--- src/rtl/tspc_pkg.sv ---
package tspc_pkg;

  localparam int TEMPO_W   = 18;
  localparam int SYNC_W    = 13;
  localparam int BEATS_W   = 40;
  localparam int SR_W      = 19;
  localparam int SR60_W    = 25;
  localparam int DPROD_W   = 38;
  localparam int MIDT_W    = 40;
  localparam int COUNT_W   = 32;
  localparam int OUT_W     = 32;
  localparam int PADDR_W   = 3;

  localparam logic [SR_W-1:0]   SR_RESET   = 19'd48000;
  localparam logic [SR60_W-1:0] SR60_RESET = 25'd2880000;

  // register index carried on paddr[2]
  localparam logic CFG_IDX_SR = 1'b0;

  localparam logic [1:0] MODE_RESET   = 2'd0;
  localparam logic [1:0] MODE_PREPARE = 2'd1;
  localparam logic [1:0] MODE_TICK    = 2'd2;
  localparam logic [1:0] MODE_NONE    = 2'd3;

  localparam logic [1:0] CODE_STEADY = 2'd0;
  localparam logic [1:0] CODE_DECEL  = 2'd1;
  localparam logic [1:0] CODE_ACCEL  = 2'd2;

  typedef struct packed {
    logic [1:0]         mode;
    logic [TEMPO_W-1:0] tempo;
    logic [SYNC_W-1:0]  sync_beats;
    logic [BEATS_W-1:0] beats_elapsed;
  } item_t;

  typedef struct packed {
    logic [OUT_W-1:0] phase;
    logic [1:0]       state_code;
  } result_t;

  typedef enum logic {OP_DIV, OP_MUL} arith_op_t;

  typedef struct packed {
    logic      start;
    arith_op_t op;
  } arith_req_t;

endpackage

--- src/rtl/tspc_arith.sv ---
module tspc_arith #(
  parameter int NUM_W  = 72,
  parameter int DEN_W  = 40,
  parameter int PROD_W = 64
) (
  input  logic                 clk,
  input  logic                 rst,
  input  tspc_pkg::arith_req_t req,
  input  logic [NUM_W-1:0]     a,
  input  logic [DEN_W-1:0]     b,
  output logic                 done,
  output logic [NUM_W-1:0]     quot,
  output logic [PROD_W-1:0]    prod
);
  import tspc_pkg::*;

  localparam int CNT_W = $clog2(NUM_W + 1);

  logic              busy;
  arith_op_t         op;
  logic [CNT_W-1:0]  cnt;
  logic [NUM_W-1:0]  nq;
  logic [DEN_W-1:0]  rem;
  logic [DEN_W-1:0]  dvs;
  logic [PROD_W-1:0] mcand;
  logic [PROD_W-1:0] acc;
  logic [DEN_W:0]    r2;
  logic [DEN_W:0]    diff;
  logic              ge;

  // one restoring step: bring in the next numerator bit, subtract if it fits
  always_comb begin
    r2   = {rem, nq[NUM_W-1]};
    diff = r2 - {1'b0, dvs};
    ge   = (r2 >= {1'b0, dvs});
  end

  always_ff @(posedge clk) begin
    if (rst) begin
      busy <= 1'b0;
      done <= 1'b0;
      op   <= OP_DIV;
      cnt  <= '0;
    end else begin
      done <= 1'b0;
      if (req.start) begin
        busy <= 1'b1;
        op   <= req.op;
        cnt  <= (req.op == OP_DIV) ? CNT_W'(NUM_W) : CNT_W'(DEN_W);
      end else if (busy) begin
        cnt <= cnt - CNT_W'(1);
        if (cnt == CNT_W'(1)) begin
          busy <= 1'b0;
          done <= 1'b1;
        end
      end
    end
  end

  always_ff @(posedge clk) begin
    if (req.start) begin
      nq    <= a;
      rem   <= '0;
      dvs   <= b;
      mcand <= PROD_W'(a);
      acc   <= '0;
    end else if (busy) begin
      unique case (op)
        OP_DIV: begin
          rem <= ge ? diff[DEN_W-1:0] : r2[DEN_W-1:0];
          nq  <= {nq[NUM_W-2:0], ge};
        end
        OP_MUL: begin
          if (dvs[0]) begin
            acc <= acc + mcand;
          end
          mcand <= mcand << 1;
          dvs   <= dvs >> 1;
        end
      endcase
    end
  end

  assign quot = nq;
  assign prod = acc;

endmodule

--- src/rtl/tempo_sync_phase_chaser.sv ---
// Tempo-synced LFO phase with a chasing phase. Send a reset beat (mode 0) to
// load the per-sample increment tempo / (60 * sample_rate * sync_beats), a
// prepare beat (mode 1) at each audio block start to realign the true phase
// to the song position, and one tick beat (mode 2) per sample; each tick
// returns one result beat with the Q0.32 phase and the state before the tick
// (steady, decelerating, accelerating). When tempo or sync length changes at
// a prepare, the output brakes toward a midpoint velocity and then speeds up
// to the new increment so that it lands on the true phase again. The
// divisions and the transition multiplications run on one shared
// shift-subtract divider / shift-add multiplier, one bit per clock. A
// steady tick uses no division; a tick during a transition takes one
// division and one multiplication; a reset beat one division; a prepare
// two divisions, or up to six divisions and one multiplication when
// tempo or sync changed. item_ready is high only while the sequencer is
// idle; a finished result sits in the output register and does not block
// the next beat until another result needs that register. The sample_rate
// register is written through the APB port; the user must write it only
// while idle, the block itself does not enforce this.
module tempo_sync_phase_chaser #(
  parameter int PHASE_BITS = 32
) (
  input  logic                           clk,
  input  logic                           rst,
  input  logic                           psel,
  input  logic                           penable,
  input  logic                           pwrite,
  input  logic [tspc_pkg::PADDR_W-1:0]   paddr,
  input  logic [31:0]                    pwdata,
  output logic [31:0]                    prdata,
  output logic                           pready,
  input  logic                           item_valid,
  output logic                           item_ready,
  input  tspc_pkg::item_t                item,
  output logic                           result_valid,
  input  logic                           result_ready,
  output tspc_pkg::result_t              result
);
  import tspc_pkg::*;

  localparam int NUM_W  = PHASE_BITS + 40;
  localparam int DEN_W  = (PHASE_BITS > 40) ? PHASE_BITS : 40;
  localparam int PROD_W = 2 * PHASE_BITS;
  localparam int VEL_W  = PHASE_BITS + 2;

  typedef enum logic [3:0] {
    S_IDLE, S_INC_NEW, S_INC_NEW_W, S_BP_TRUE_W, S_INC_OLD_W, S_BP_CHASE_W,
    S_MT, S_MT_W, S_TRAVEL, S_TRAVEL_W, S_MV_W, S_EMIT, S_R_W, S_BL_W
  } seq_t;

  seq_t seq;

  // configuration
  logic [SR_W-1:0]   sample_rate;
  logic [SR60_W-1:0] sr60;
  logic              cfg_wr;

  // block state
  logic [1:0]            mode_state;
  logic [PHASE_BITS-1:0] true_increment;
  logic [PHASE_BITS-1:0] true_phase;
  logic [PHASE_BITS-1:0] old_increment;
  logic [PHASE_BITS-1:0] chase_phase;
  logic [TEMPO_W-1:0]    previous_tempo;
  logic [SYNC_W-1:0]     previous_sync;
  logic [MIDT_W-1:0]     midpoint_time;
  logic [VEL_W-1:0]      midpoint_velocity;
  logic [COUNT_W-1:0]    transition_count;
  item_t                 cur;

  // shared unit hookup
  arith_req_t         req;
  logic [NUM_W-1:0]   arg_a;
  logic [DEN_W-1:0]   arg_b;
  logic               a_zero;
  logic               d_zero;
  logic               ar_done;
  logic [NUM_W-1:0]   quot;
  logic [PROD_W-1:0]  prod;

  // launch selection
  logic               fire;
  arith_op_t          l_op;
  logic [NUM_W-1:0]   l_a;
  logic [DEN_W-1:0]   l_b;

  logic [SYNC_W-1:0]     den_sync;
  logic [DPROD_W-1:0]    den_prod;
  logic                  changed;
  logic                  slot_free;
  logic [PHASE_BITS-1:0] q_sat_p;
  logic [MIDT_W-1:0]     q_sat_t;
  logic [VEL_W-1:0]      q_sat_v;
  logic [PHASE_BITS-1:0] q_frac;
  logic [PHASE_BITS:0]   inc_sum;
  logic [PHASE_BITS-1:0] travel;
  logic [PHASE_BITS-1:0] err;
  logic [VEL_W-1:0]      bl_from;
  logic [VEL_W-1:0]      bl_to;
  logic                  bl_up;
  logic [VEL_W-1:0]      bl_mag;
  logic [PHASE_BITS-1:0] bl_x;
  logic [PHASE_BITS-1:0] bl_step;
  logic [PHASE_BITS-1:0] chase_next;
  logic [COUNT_W:0]      count_next;
  logic                  half_done;
  logic [OUT_W-1:0]      out_phase;

  tspc_arith #(
    .NUM_W  (NUM_W),
    .DEN_W  (DEN_W),
    .PROD_W (PROD_W)
  ) u_arith (
    .clk  (clk),
    .rst  (rst),
    .req  (req),
    .a    (arg_a),
    .b    (arg_b),
    .done (ar_done),
    .quot (quot),
    .prod (prod)
  );

  // APB: one register, writes land on the access phase
  assign pready = 1'b1;
  assign cfg_wr = psel && penable && pwrite && (paddr[2] == CFG_IDX_SR);
  assign prdata = (paddr[2] == CFG_IDX_SR) ? {{(32 - SR_W){1'b0}}, sample_rate} : '0;

  always_ff @(posedge clk) begin
    if (rst) begin
      sample_rate <= SR_RESET;
      sr60        <= SR60_RESET;
    end else if (cfg_wr) begin
      sample_rate <= pwdata[SR_W-1:0];
      // 60 * rate as 64x - 4x, kept so the divisor needs a single multiply
      sr60        <= (SR60_W'(pwdata[SR_W-1:0]) << 6) - (SR60_W'(pwdata[SR_W-1:0]) << 2);
    end
  end

  assign item_ready = (seq == S_IDLE);
  assign slot_free  = !result_valid || result_ready;
  assign changed    = (previous_tempo != cur.tempo) || (previous_sync != cur.sync_beats);

  // divisor 60 * rate * sync for either the new or the previous sync length
  assign den_sync = (seq == S_BP_TRUE_W) ? previous_sync : cur.sync_beats;
  assign den_prod = DPROD_W'(sr60) * DPROD_W'(den_sync);

  // quotient clamps: zero numerator wins, zero divisor or overflow saturates
  always_comb begin
    if (a_zero) begin
      q_sat_p = '0;
      q_sat_t = '0;
      q_sat_v = '0;
    end else begin
      q_sat_p = (d_zero || (|quot[NUM_W-1:PHASE_BITS])) ? '1 : quot[PHASE_BITS-1:0];
      q_sat_t = (d_zero || (|quot[NUM_W-1:MIDT_W]))     ? '1 : quot[MIDT_W-1:0];
      q_sat_v = (d_zero || (|quot[NUM_W-1:VEL_W]))      ? '1 : quot[VEL_W-1:0];
    end
    // fraction of beats over sync: low bits of the full quotient
    q_frac = d_zero ? '0 : quot[PHASE_BITS-1:0];
  end

  // midpoint error: distance still to cover minus travel of the average speed
  assign inc_sum = {1'b0, true_increment} + {1'b0, old_increment};
  assign travel  = prod[PHASE_BITS+8:9];
  assign err     = true_phase - chase_phase - travel;

  // velocity blend endpoints for the current half of the transition
  always_comb begin
    if (mode_state == CODE_DECEL) begin
      bl_from = VEL_W'(old_increment);
      bl_to   = midpoint_velocity;
    end else begin
      bl_from = midpoint_velocity;
      bl_to   = VEL_W'(true_increment);
    end
    bl_up   = (bl_to >= bl_from);
    bl_mag  = bl_up ? (bl_to - bl_from) : (bl_from - bl_to);
    bl_x    = prod[PROD_W-1:PHASE_BITS];
    bl_step = bl_up ? (bl_from[PHASE_BITS-1:0] + bl_x) : (bl_from[PHASE_BITS-1:0] - bl_x);
  end

  assign chase_next = chase_phase + bl_step;
  assign count_next = {1'b0, transition_count} + {{COUNT_W{1'b0}}, 1'b1};
  assign half_done  = ({count_next, 8'h00} >= {1'b0, midpoint_time});

  // Q0.P phase to Q0.32, truncating when P exceeds 32
  always_comb begin
    if (mode_state == CODE_STEADY) begin
      out_phase = OUT_W'({true_phase, {OUT_W{1'b0}}} >> PHASE_BITS);
    end else begin
      out_phase = OUT_W'({chase_phase, {OUT_W{1'b0}}} >> PHASE_BITS);
    end
  end

  // which operation each step hands to the shared unit, and when
  always_comb begin
    fire = 1'b0;
    l_op = OP_DIV;
    l_a  = '0;
    l_b  = '0;
    unique case (seq)
      S_INC_NEW: begin
        fire = 1'b1;
        l_a  = NUM_W'(cur.tempo) << PHASE_BITS;
        l_b  = DEN_W'(den_prod);
      end
      S_INC_NEW_W: begin
        fire = ar_done && (cur.mode == MODE_PREPARE);
        l_a  = NUM_W'(cur.beats_elapsed) << PHASE_BITS;
        l_b  = DEN_W'({cur.sync_beats, 8'h00});
      end
      S_BP_TRUE_W: begin
        fire = ar_done && changed;
        l_a  = NUM_W'(previous_tempo) << PHASE_BITS;
        l_b  = DEN_W'(den_prod);
      end
      S_INC_OLD_W: begin
        fire = ar_done && (mode_state == CODE_STEADY);
        l_a  = NUM_W'(cur.beats_elapsed) << PHASE_BITS;
        l_b  = DEN_W'({previous_sync, 8'h00});
      end
      S_MT: begin
        fire = (true_increment != '0);
        l_a  = NUM_W'(1) << (PHASE_BITS + 7);
        l_b  = DEN_W'(true_increment);
      end
      S_TRAVEL: begin
        fire = 1'b1;
        l_op = OP_MUL;
        l_a  = NUM_W'(inc_sum);
        l_b  = DEN_W'(midpoint_time);
      end
      S_TRAVEL_W: begin
        fire = ar_done;
        l_a  = NUM_W'(err) << 8;
        l_b  = DEN_W'(midpoint_time);
      end
      S_EMIT: begin
        fire = slot_free && (mode_state != CODE_STEADY);
        l_a  = NUM_W'(transition_count) << (PHASE_BITS + 8);
        l_b  = DEN_W'(midpoint_time);
      end
      S_R_W: begin
        fire = ar_done;
        l_op = OP_MUL;
        l_a  = NUM_W'(bl_mag);
        l_b  = DEN_W'(q_sat_p);
      end
      default: begin
        fire = 1'b0;
      end
    endcase
  end

  always_ff @(posedge clk) begin
    if (rst) begin
      req <= '{start: 1'b0, op: OP_DIV};
    end else begin
      req <= '{start: fire, op: l_op};
    end
  end

  always_ff @(posedge clk) begin
    if (fire) begin
      arg_a  <= l_a;
      arg_b  <= l_b;
      a_zero <= (l_a == '0);
      d_zero <= (l_b == '0);
    end
  end

  always_ff @(posedge clk) begin
    if (rst) begin
      seq               <= S_IDLE;
      mode_state        <= CODE_STEADY;
      true_increment    <= '0;
      true_phase        <= '0;
      old_increment     <= '0;
      chase_phase       <= '0;
      previous_tempo    <= '0;
      previous_sync     <= '0;
      midpoint_time     <= '0;
      midpoint_velocity <= '0;
      transition_count  <= '0;
      result_valid      <= 1'b0;
    end else begin
      // load a new result when one is shown, else drop the taken one
      if (seq == S_EMIT && slot_free) begin
        result_valid <= 1'b1;
      end else if (result_ready) begin
        result_valid <= 1'b0;
      end
      unique case (seq)
        S_IDLE: begin
          if (item_valid) begin
            cur <= item;
            unique case (item.mode)
              MODE_RESET, MODE_PREPARE: seq <= S_INC_NEW;
              MODE_TICK:                seq <= S_EMIT;
              MODE_NONE:                seq <= S_IDLE;
            endcase
          end
        end
        S_INC_NEW: begin
          seq <= S_INC_NEW_W;
        end
        S_INC_NEW_W: begin
          if (ar_done) begin
            true_increment <= q_sat_p;
            if (cur.mode == MODE_RESET) begin
              true_phase     <= '0;
              old_increment  <= q_sat_p;
              chase_phase    <= '0;
              previous_tempo <= cur.tempo;
              previous_sync  <= cur.sync_beats;
              seq            <= S_IDLE;
            end else begin
              seq <= S_BP_TRUE_W;
            end
          end
        end
        S_BP_TRUE_W: begin
          if (ar_done) begin
            true_phase <= q_frac;
            if (changed) begin
              seq <= S_INC_OLD_W;
            end else begin
              previous_tempo <= cur.tempo;
              previous_sync  <= cur.sync_beats;
              seq            <= S_IDLE;
            end
          end
        end
        S_INC_OLD_W: begin
          if (ar_done) begin
            old_increment <= q_sat_p;
            // a running transition keeps chasing from where it is
            seq <= (mode_state == CODE_STEADY) ? S_BP_CHASE_W : S_MT;
          end
        end
        S_BP_CHASE_W: begin
          if (ar_done) begin
            chase_phase <= q_frac;
            seq         <= S_MT;
          end
        end
        S_MT: begin
          if (true_increment == '0) begin
            // zero tempo: midpoint never arrives
            midpoint_time <= '1;
            seq           <= S_TRAVEL;
          end else begin
            seq <= S_MT_W;
          end
        end
        S_MT_W: begin
          if (ar_done) begin
            midpoint_time <= q_sat_t;
            seq           <= S_TRAVEL;
          end
        end
        S_TRAVEL: begin
          seq <= S_TRAVEL_W;
        end
        S_TRAVEL_W: begin
          if (ar_done) begin
            seq <= S_MV_W;
          end
        end
        S_MV_W: begin
          if (ar_done) begin
            midpoint_velocity <= q_sat_v;
            transition_count  <= '0;
            mode_state        <= CODE_DECEL;
            previous_tempo    <= cur.tempo;
            previous_sync     <= cur.sync_beats;
            seq               <= S_IDLE;
          end
        end
        S_EMIT: begin
          // hold until the output register is free, then show the phase
          if (slot_free) begin
            result.phase      <= out_phase;
            result.state_code <= mode_state;
            if (mode_state == CODE_STEADY) begin
              true_phase <= true_phase + true_increment;
              seq        <= S_IDLE;
            end else begin
              seq <= S_R_W;
            end
          end
        end
        S_R_W: begin
          if (ar_done) begin
            seq <= S_BL_W;
          end
        end
        S_BL_W: begin
          if (ar_done) begin
            chase_phase      <= chase_next;
            transition_count <= count_next[COUNT_W-1:0];
            if (half_done) begin
              if (mode_state == CODE_DECEL) begin
                mode_state       <= CODE_ACCEL;
                transition_count <= '0;
              end else begin
                mode_state <= CODE_STEADY;
                true_phase <= chase_next;
              end
            end
            seq <= S_IDLE;
          end
        end
        default: begin
          seq <= S_IDLE;
        end
      endcase
    end
  end

endmodule

--- config.mk ---
export PLATFORM = sky130hd
export DESIGN_NAME = tempo_sync_phase_chaser
export DESIGN_NICKNAME = d
export VERILOG_FILES = /design/src/rtl/tspc_pkg.sv /design/src/rtl/tspc_arith.sv /design/src/rtl/tempo_sync_phase_chaser.sv
export SDC_FILE = /design/constraint.sdc
export NUM_CORES = 2
export LEC_CHECK = 0
export BUFFER_PORTS_ARGS = -buffer_cell sky130_fd_sc_hd__buf_4
export CAP_MARGIN = 20
export CORE_ASPECT_RATIO = 1.2
export CORE_UTILIZATION = 40
export DETAILED_ROUTE_END_ITERATION = 16
export PLACE_DENSITY = 0.65
export SYNTH_ARGS = -nofsm -noshare
export SYNTH_HDL_FRONTEND = slang
export SYNTH_HIERARCHICAL = 1
export SYNTH_SLANG_ARGS = --single-unit
--- constraint.sdc ---
create_clock -name clk -period 14.1 [get_ports clk]
set_input_delay 2.115 -clock clk [delete_from_list [all_inputs] [get_ports clk]]
set_output_delay 2.115 -clock clk [all_outputs]
set_load 0.1 [all_outputs]
-- After elaboration in Yosys (flattened, before gate mapping)
Cells that the tools add are included.
- add/sub/neg operators: 14
- multipliers: 1
- $lt $le $gt $ge: 3
- eq/ne operators: 40
- muxes and demuxes: 94
- bitwise logic cells: 4
- reduce and logical (&&, ||, !) cells: 60
- operators with widths (kind ; count):
    $mux W32 ; 21
    $pmux W72 S8 ; 1
    $mux W40 ; 8
    $pmux W40 S6 ; 1
    $mux W72 ; 3
    $mux W64 ; 3
    $mux W34 ; 5
    $pmux W32 S2 ; 2
    $pmux W32 S4 ; 1
    $add A32 B32 Y32 ; 3
    $pmux W32 S3 ; 1
    $sub A32 B32 Y32 ; 3
    $mux W18 ; 5
    $ge A41 B40 Y1 ; 2
    $pmux W40 S2 ; 1
    $mux W13 ; 6
    $logic_not A72 Y1 ; 1
    $sub A34 B34 Y34 ; 2
    $add A64 B64 Y64 ; 1
    $pmux W18 S3 ; 1
    $pmux W4 S13 ; 1
    $mux W4 ; 12
    $logic_not A40 Y1 ; 1
    $reduce_or A40 Y1 ; 1
    49 further kinds ; 130
- flip-flop bits (word level): 829
- input bits: 115
- output and inout bits: 69
- word-level logic and storage cells: 251

-- Logic depth before layout (Yosys ltp)
- word-level depth: 9
- depth in mapped cells: 48
- mapped depth without buffers: 39

-- Modules after synthesis
Netlist, hierarchy kept.
- by module, submodules not included (module ; times used ; cells an instance ; area an instance (um^2) ; seq. area each (um^2)):
    tempo_sync_phase_chaser ; 1 ; 5821 ; 48133.7 ; 12942.4
    tspc_arith ; 1 ; 2024 ; 17625.7 ; 7567.3

-- Worst setup path after synthesis
Ideal clock, no wire load.
- path type: register to register
- start point: reg seq[3]
- end point: reg a_zero, enable pin
- setup time: 746 ps
- data arrival time: 9580 ps
- required time: 13354 ps
- setup slack: 3774 ps
- cell stages (with the launch flop): 10
- buffers on the path: 3
- period minus slack after synthesis: 10326 ps
- cells stage by stage: dfxtp_1 -> clkbuf_1 -> clkbuf_1 -> clkbuf_1 -> nor3_1 -> a21oi_1 -> nor2_1 -> a221oi_1 -> nor2_1 -> o21ai_0
- longest elaborated chain between the ends: 3
- elaborated cells on any way between the ends: 12
- classes of those cells: eq/ne (9); mux (1); reduce/logical (2)
- RTL lines (element ; RTL line ; RTL):
    start, declared ; tempo_sync_phase_chaser.sv:50 ; seq_t seq;
    start signal, assigned ; tempo_sync_phase_chaser.sv:338 ; seq <= (mode_state == CODE_STEADY) ? S_BP_CHASE_W : S_MT;
    $eq A4 B4 Y1 or $eq A4 B1 Y1 (tied branches) ; tempo_sync_phase_chaser.sv:201 ; unique case (seq)
    $reduce_or A2 Y1 (no source line) ; n/a ;
    $pmux W1 S7 (*) ; tempo_sync_phase_chaser.sv:201 ;
    named net fire ; tempo_sync_phase_chaser.sv:81 ; logic fire;
    end signal, assigned ; tempo_sync_phase_chaser.sv:267 ; a_zero <= (l_a == '0);
    end, declared ; tempo_sync_phase_chaser.sv:74 ; logic a_zero;
The timed path passes the listed nets; every way through them passes the cells marked *.
A chain may end at the register's enable or synchronous reset.

-- Final worst setup path
- start point: reg mode_state[1]
- end point: reg true_phase[31]
- longest elaborated chain between the ends: 9
- elaborated cells on any way between the ends: 16
- classes of those cells: add/sub (3); order compare (1); eq/ne (3); mux (7); reduce/logical (2)
- RTL lines (element ; RTL line ; RTL):
    start, declared ; tempo_sync_phase_chaser.sv:58 ; logic [1:0] mode_state;
    start signal, assigned ; tempo_sync_phase_chaser.sv:275 ; mode_state <= CODE_STEADY;
    start signal, assigned ; tempo_sync_phase_chaser.sv:374 ; mode_state <= CODE_DECEL;
    start signal, assigned ; tempo_sync_phase_chaser.sv:404 ; mode_state <= CODE_ACCEL;
    $eq A2 B1 Y1 ; tempo_sync_phase_chaser.sv:169, tempo_sync_phase_chaser.sv:403 ;
    $mux W34 ; tempo_sync_phase_chaser.sv:169 ; if (mode_state == CODE_DECEL) begin
    $sub A32 B32 Y32 (tied with other cells) ; tempo_sync_phase_chaser.sv:179 ; bl_step = bl_up ? (bl_from[PHASE_BITS-1:0] + bl_x) : (bl_from[PHASE_BITS-1:0] - bl_x);
    $mux W32 ; tempo_sync_phase_chaser.sv:179 ;
    $add A32 B32 Y32 ; tempo_sync_phase_chaser.sv:182 ; assign chase_next = chase_phase + bl_step;
    $mux W32 ; tempo_sync_phase_chaser.sv:403 ; if (mode_state == CODE_DECEL) begin
    $mux W32 ; tempo_sync_phase_chaser.sv:402 ; if (half_done) begin
    $mux W32 ; tempo_sync_phase_chaser.sv:399 ; if (ar_done) begin
    $pmux W32 S4 ; tempo_sync_phase_chaser.sv:293 ; unique case (seq)
    end signal, assigned ; tempo_sync_phase_chaser.sv:324 ; true_phase <= q_frac;
    end signal, assigned ; tempo_sync_phase_chaser.sv:386 ; true_phase <= true_phase + true_increment;
    end signal, assigned ; tempo_sync_phase_chaser.sv:408 ; true_phase <= chase_next;
    end, declared ; tempo_sync_phase_chaser.sv:60 ; logic [PHASE_BITS-1:0] true_phase;
Several ways; a longest one is shown, not always the timed one. The select of a mux whose other input is x is not followed.

==> flow_summary.toml <==
[routing]
drt_wl_total_um = 247900
via_per_inst = 5.875
drc = 0
drtIter0Drc = 5503
vias = 58876
drt-pass1-iter-count = 8
ant_nets = 0
drt-wirelength-per-cell_um = 24.74

[cts]
cts_tree = "built"
cts_resized = 0
cts_root_buf = "clkbuf_16"
post_cts_buffers = 0
ctsHoldBuffers = 0
clock_sinks = 826
clk_latency_ps = 750
cts_buffer_depth = 3
numCtsBuffers = 92
cts_max_level = 3
cts.clk_slew.worst_paths_ps = 60

[finish]
area_growth_pct = 9.746
drive_gt1_frac = 0.06529
layout.nets = 8642
most-common-layout-cells = "nand2_1, inv_1, nor2_1"
multi_input_area_um2 = 41180
final_common_cell = "nand2_1"
final_cells = 10021
fill_cells = 15881
regArea_um2 = 20510
fin_area_um2 = 72170

[timing]
whs_ps = 455.3
tns_ps = 0
rsz0062_at_grt = "no"
min_period_ps = 10610
max_slew_margin = 0.1801
skew_ps = 44.44
finalSetupViolations = 0
hold_violations = 0
tightest_slew_ps = 1222
slew_violations = 0
period_share = 0.7525
max_freq_mhz = 94.25

[synth]
synthCells = 7845
synth_top_flop_cell = "dfxtp_1"
syn_area_per_cell_um2 = 8.382
ys_warn_count = 6
synth-edff-count = 397
synth_cell_types = 108
syn_area_um2 = 65760
ys_ff_latch = 826
yosysSeqAreaShare = 0.3119
async_reset_ff_frac = 0
synth_area_leader_cell = "edfxtp_1"
synth_area_leaders = "edfxtp_1, dfxtp_1, ha_1, fa_1, nand2_1"
synth_top_area_frac = 0.1813

[critical_path]
cp.buffers_inverters = 3
end_kind = "flop"
critPathSlowestCell = "nor3b_1"
worstRegToRegCells = 38
cp_slowest_stage_delay_ps = 670
path_class = "reg2reg"
cp-start-kind = "flop"
reg2reg_from = "mode_state[1]"
crit_top_cell = "a21o_1"
rrSetupSlack_ps = 3490
crit_arrival_ps = 11230
cp_max_fo = 50
rr_endpoint = "true_phase[31]"
critPathTopFamily = "compound AO/OA/AOI/OAI gates"
required_ps = 14720

[place]
gp_congestion = 1.013
place_inst = 9831
place_area_um2 = 68960
place_hpwl_um = 194700
portBuffers = 154

[global_routing]
track_usage = 0.2942
grt_first_pass_wirelength_um = 364900
grt_pass1_vias = 56797
antenna_found_initial = 14
gr-total-overflow = 0
grt_max_degree = 184

[floorplan]
start_util = 0.4040
io_pins = 184
die_w_um = 372.1
dieArea_um2 = 166000
die_h_um = 446.2
core_um2 = 162800
rows = 162

[pwr]
ir_drop_mv = 0.2964
power_density_nw_per_um2 = 186.6
p_leak_nw = 31.19

[job]
maxCapViolCount = 0

[worst_hold_path]
hold_path.class = "reg2reg"
hp-start = "sample_rate[2]"
holdPathStages = 2
min_to = "sample_rate[2]"

[outcome]
outcome = "completed"
## state kept, by name, indices dropped and copies added (netlist names), 22 cells and up
name and count:
cur 73, midpoint_time 40, true_phase 32, old_increment 32, arg_b 40, midpoint_velocity 34, chase_phase 32, arg_a 72
u_arith/dvs 40, true_increment 32, u_arith/mcand 64, transition_count 32, u_arith/quot 72, u_arith/rem 40, sr60 22, u_arith/prod 64
result 34
## layer usage
metal,vias to the layer above,share of wire,GRT usage
met2,2317,0.47,0.4823
li1,27343,-,-
met4,10,0.068,0.1792
met1,28708,0.40,0.3655
met3,498,0.067,0.03937
met5,-,0.00024,0
## report_power, final
part	internal (mW)	total, mW	switching, mW	leakage, nW
sequential	3.12	3.44	0.323	7.17
clock	1.49	2.58	1.10	1.55
combinational	2.72	7.44	4.72	22.5
## worst max-delay path by stage
| stage | startpoint | endpoint | slack, ps | cells past startpoint |
|---|---|---|---|---|
| 2_1_floorplan | seq[3] | a_zero | 3770 | 9 |
| 3_3_place_gp | mode_state[1] | true_phase[31] | 3850 | 38 |
| 3_5_place_dp | mode_state[1] | true_phase[31] | 3650 | 38 |
| 4_1_cts | mode_state[1] | true_phase[31] | 3590 | 38 |
| 5_1_grt | mode_state[1] | true_phase[31] | 2990 | 38 |
| 6_report | mode_state[1] | true_phase[31] | 3490 | 38 |
## stage by stage
step,power [mW],utilization,setup WS [ps]
final,13.47,0.4434,3490
after global routing,14.32,0.4433,2989
after CTS,13.38,0.4431,3586
after detailed placement,10.76,0.4237,3647
after global placement,10.61,0.4233,3852
after floorplan,8.625,-,3774
## final cells by class
| type | instances | share of cell area |
|---|---|---|
| antenna | 17 | 0.0005895 |
| tap | 2132 | 0.03696 |
| sequential | 826 | 0.2842 |
| clock buffer | 120 | 0.03582 |
| inverter | 670 | 0.03485 |
| clock inverter | 51 | 0.007923 |
| multi-input combinational | 5931 | 0.5706 |
| timing repair buffer | 274 | 0.02899 |
## cells in the mapped netlist, types with 123 or more instances
cell	count
edfxtp_1	397
xnor2_1	268
nand2_1	1058
nand3_1	134
fa_1	270
nor2_1	623
and2_1	125
inv_1	670
nor3_1	149
ha_1	462
a21o_1	228
mux2i_1	123
o21ai_0	519
a21oi_1	603
clkbuf_1	350
dfxtp_1	429
## tightest hold or removal path: cells and delay by family (launching register included)
kind               cells  cell delay, ps
and+or+nand+nor        1              50
AOI/OAI and AO/OA      1              60
DFF                    1             310
## cell families after synthesis
family / share of synthesized area
adder cells (fa/ha/maj): 0.1701
AO/OA/AOI/OAI: 0.2049
buffers and inverters: 0.06462
AND/OR/NAND/NOR: 0.1765
XOR/XNOR: 0.05141
flip-flops: 0.3119
multiplexers: 0.02043
other: 0.0001142
Note: power is estimated with default switching activity, not from simulation.
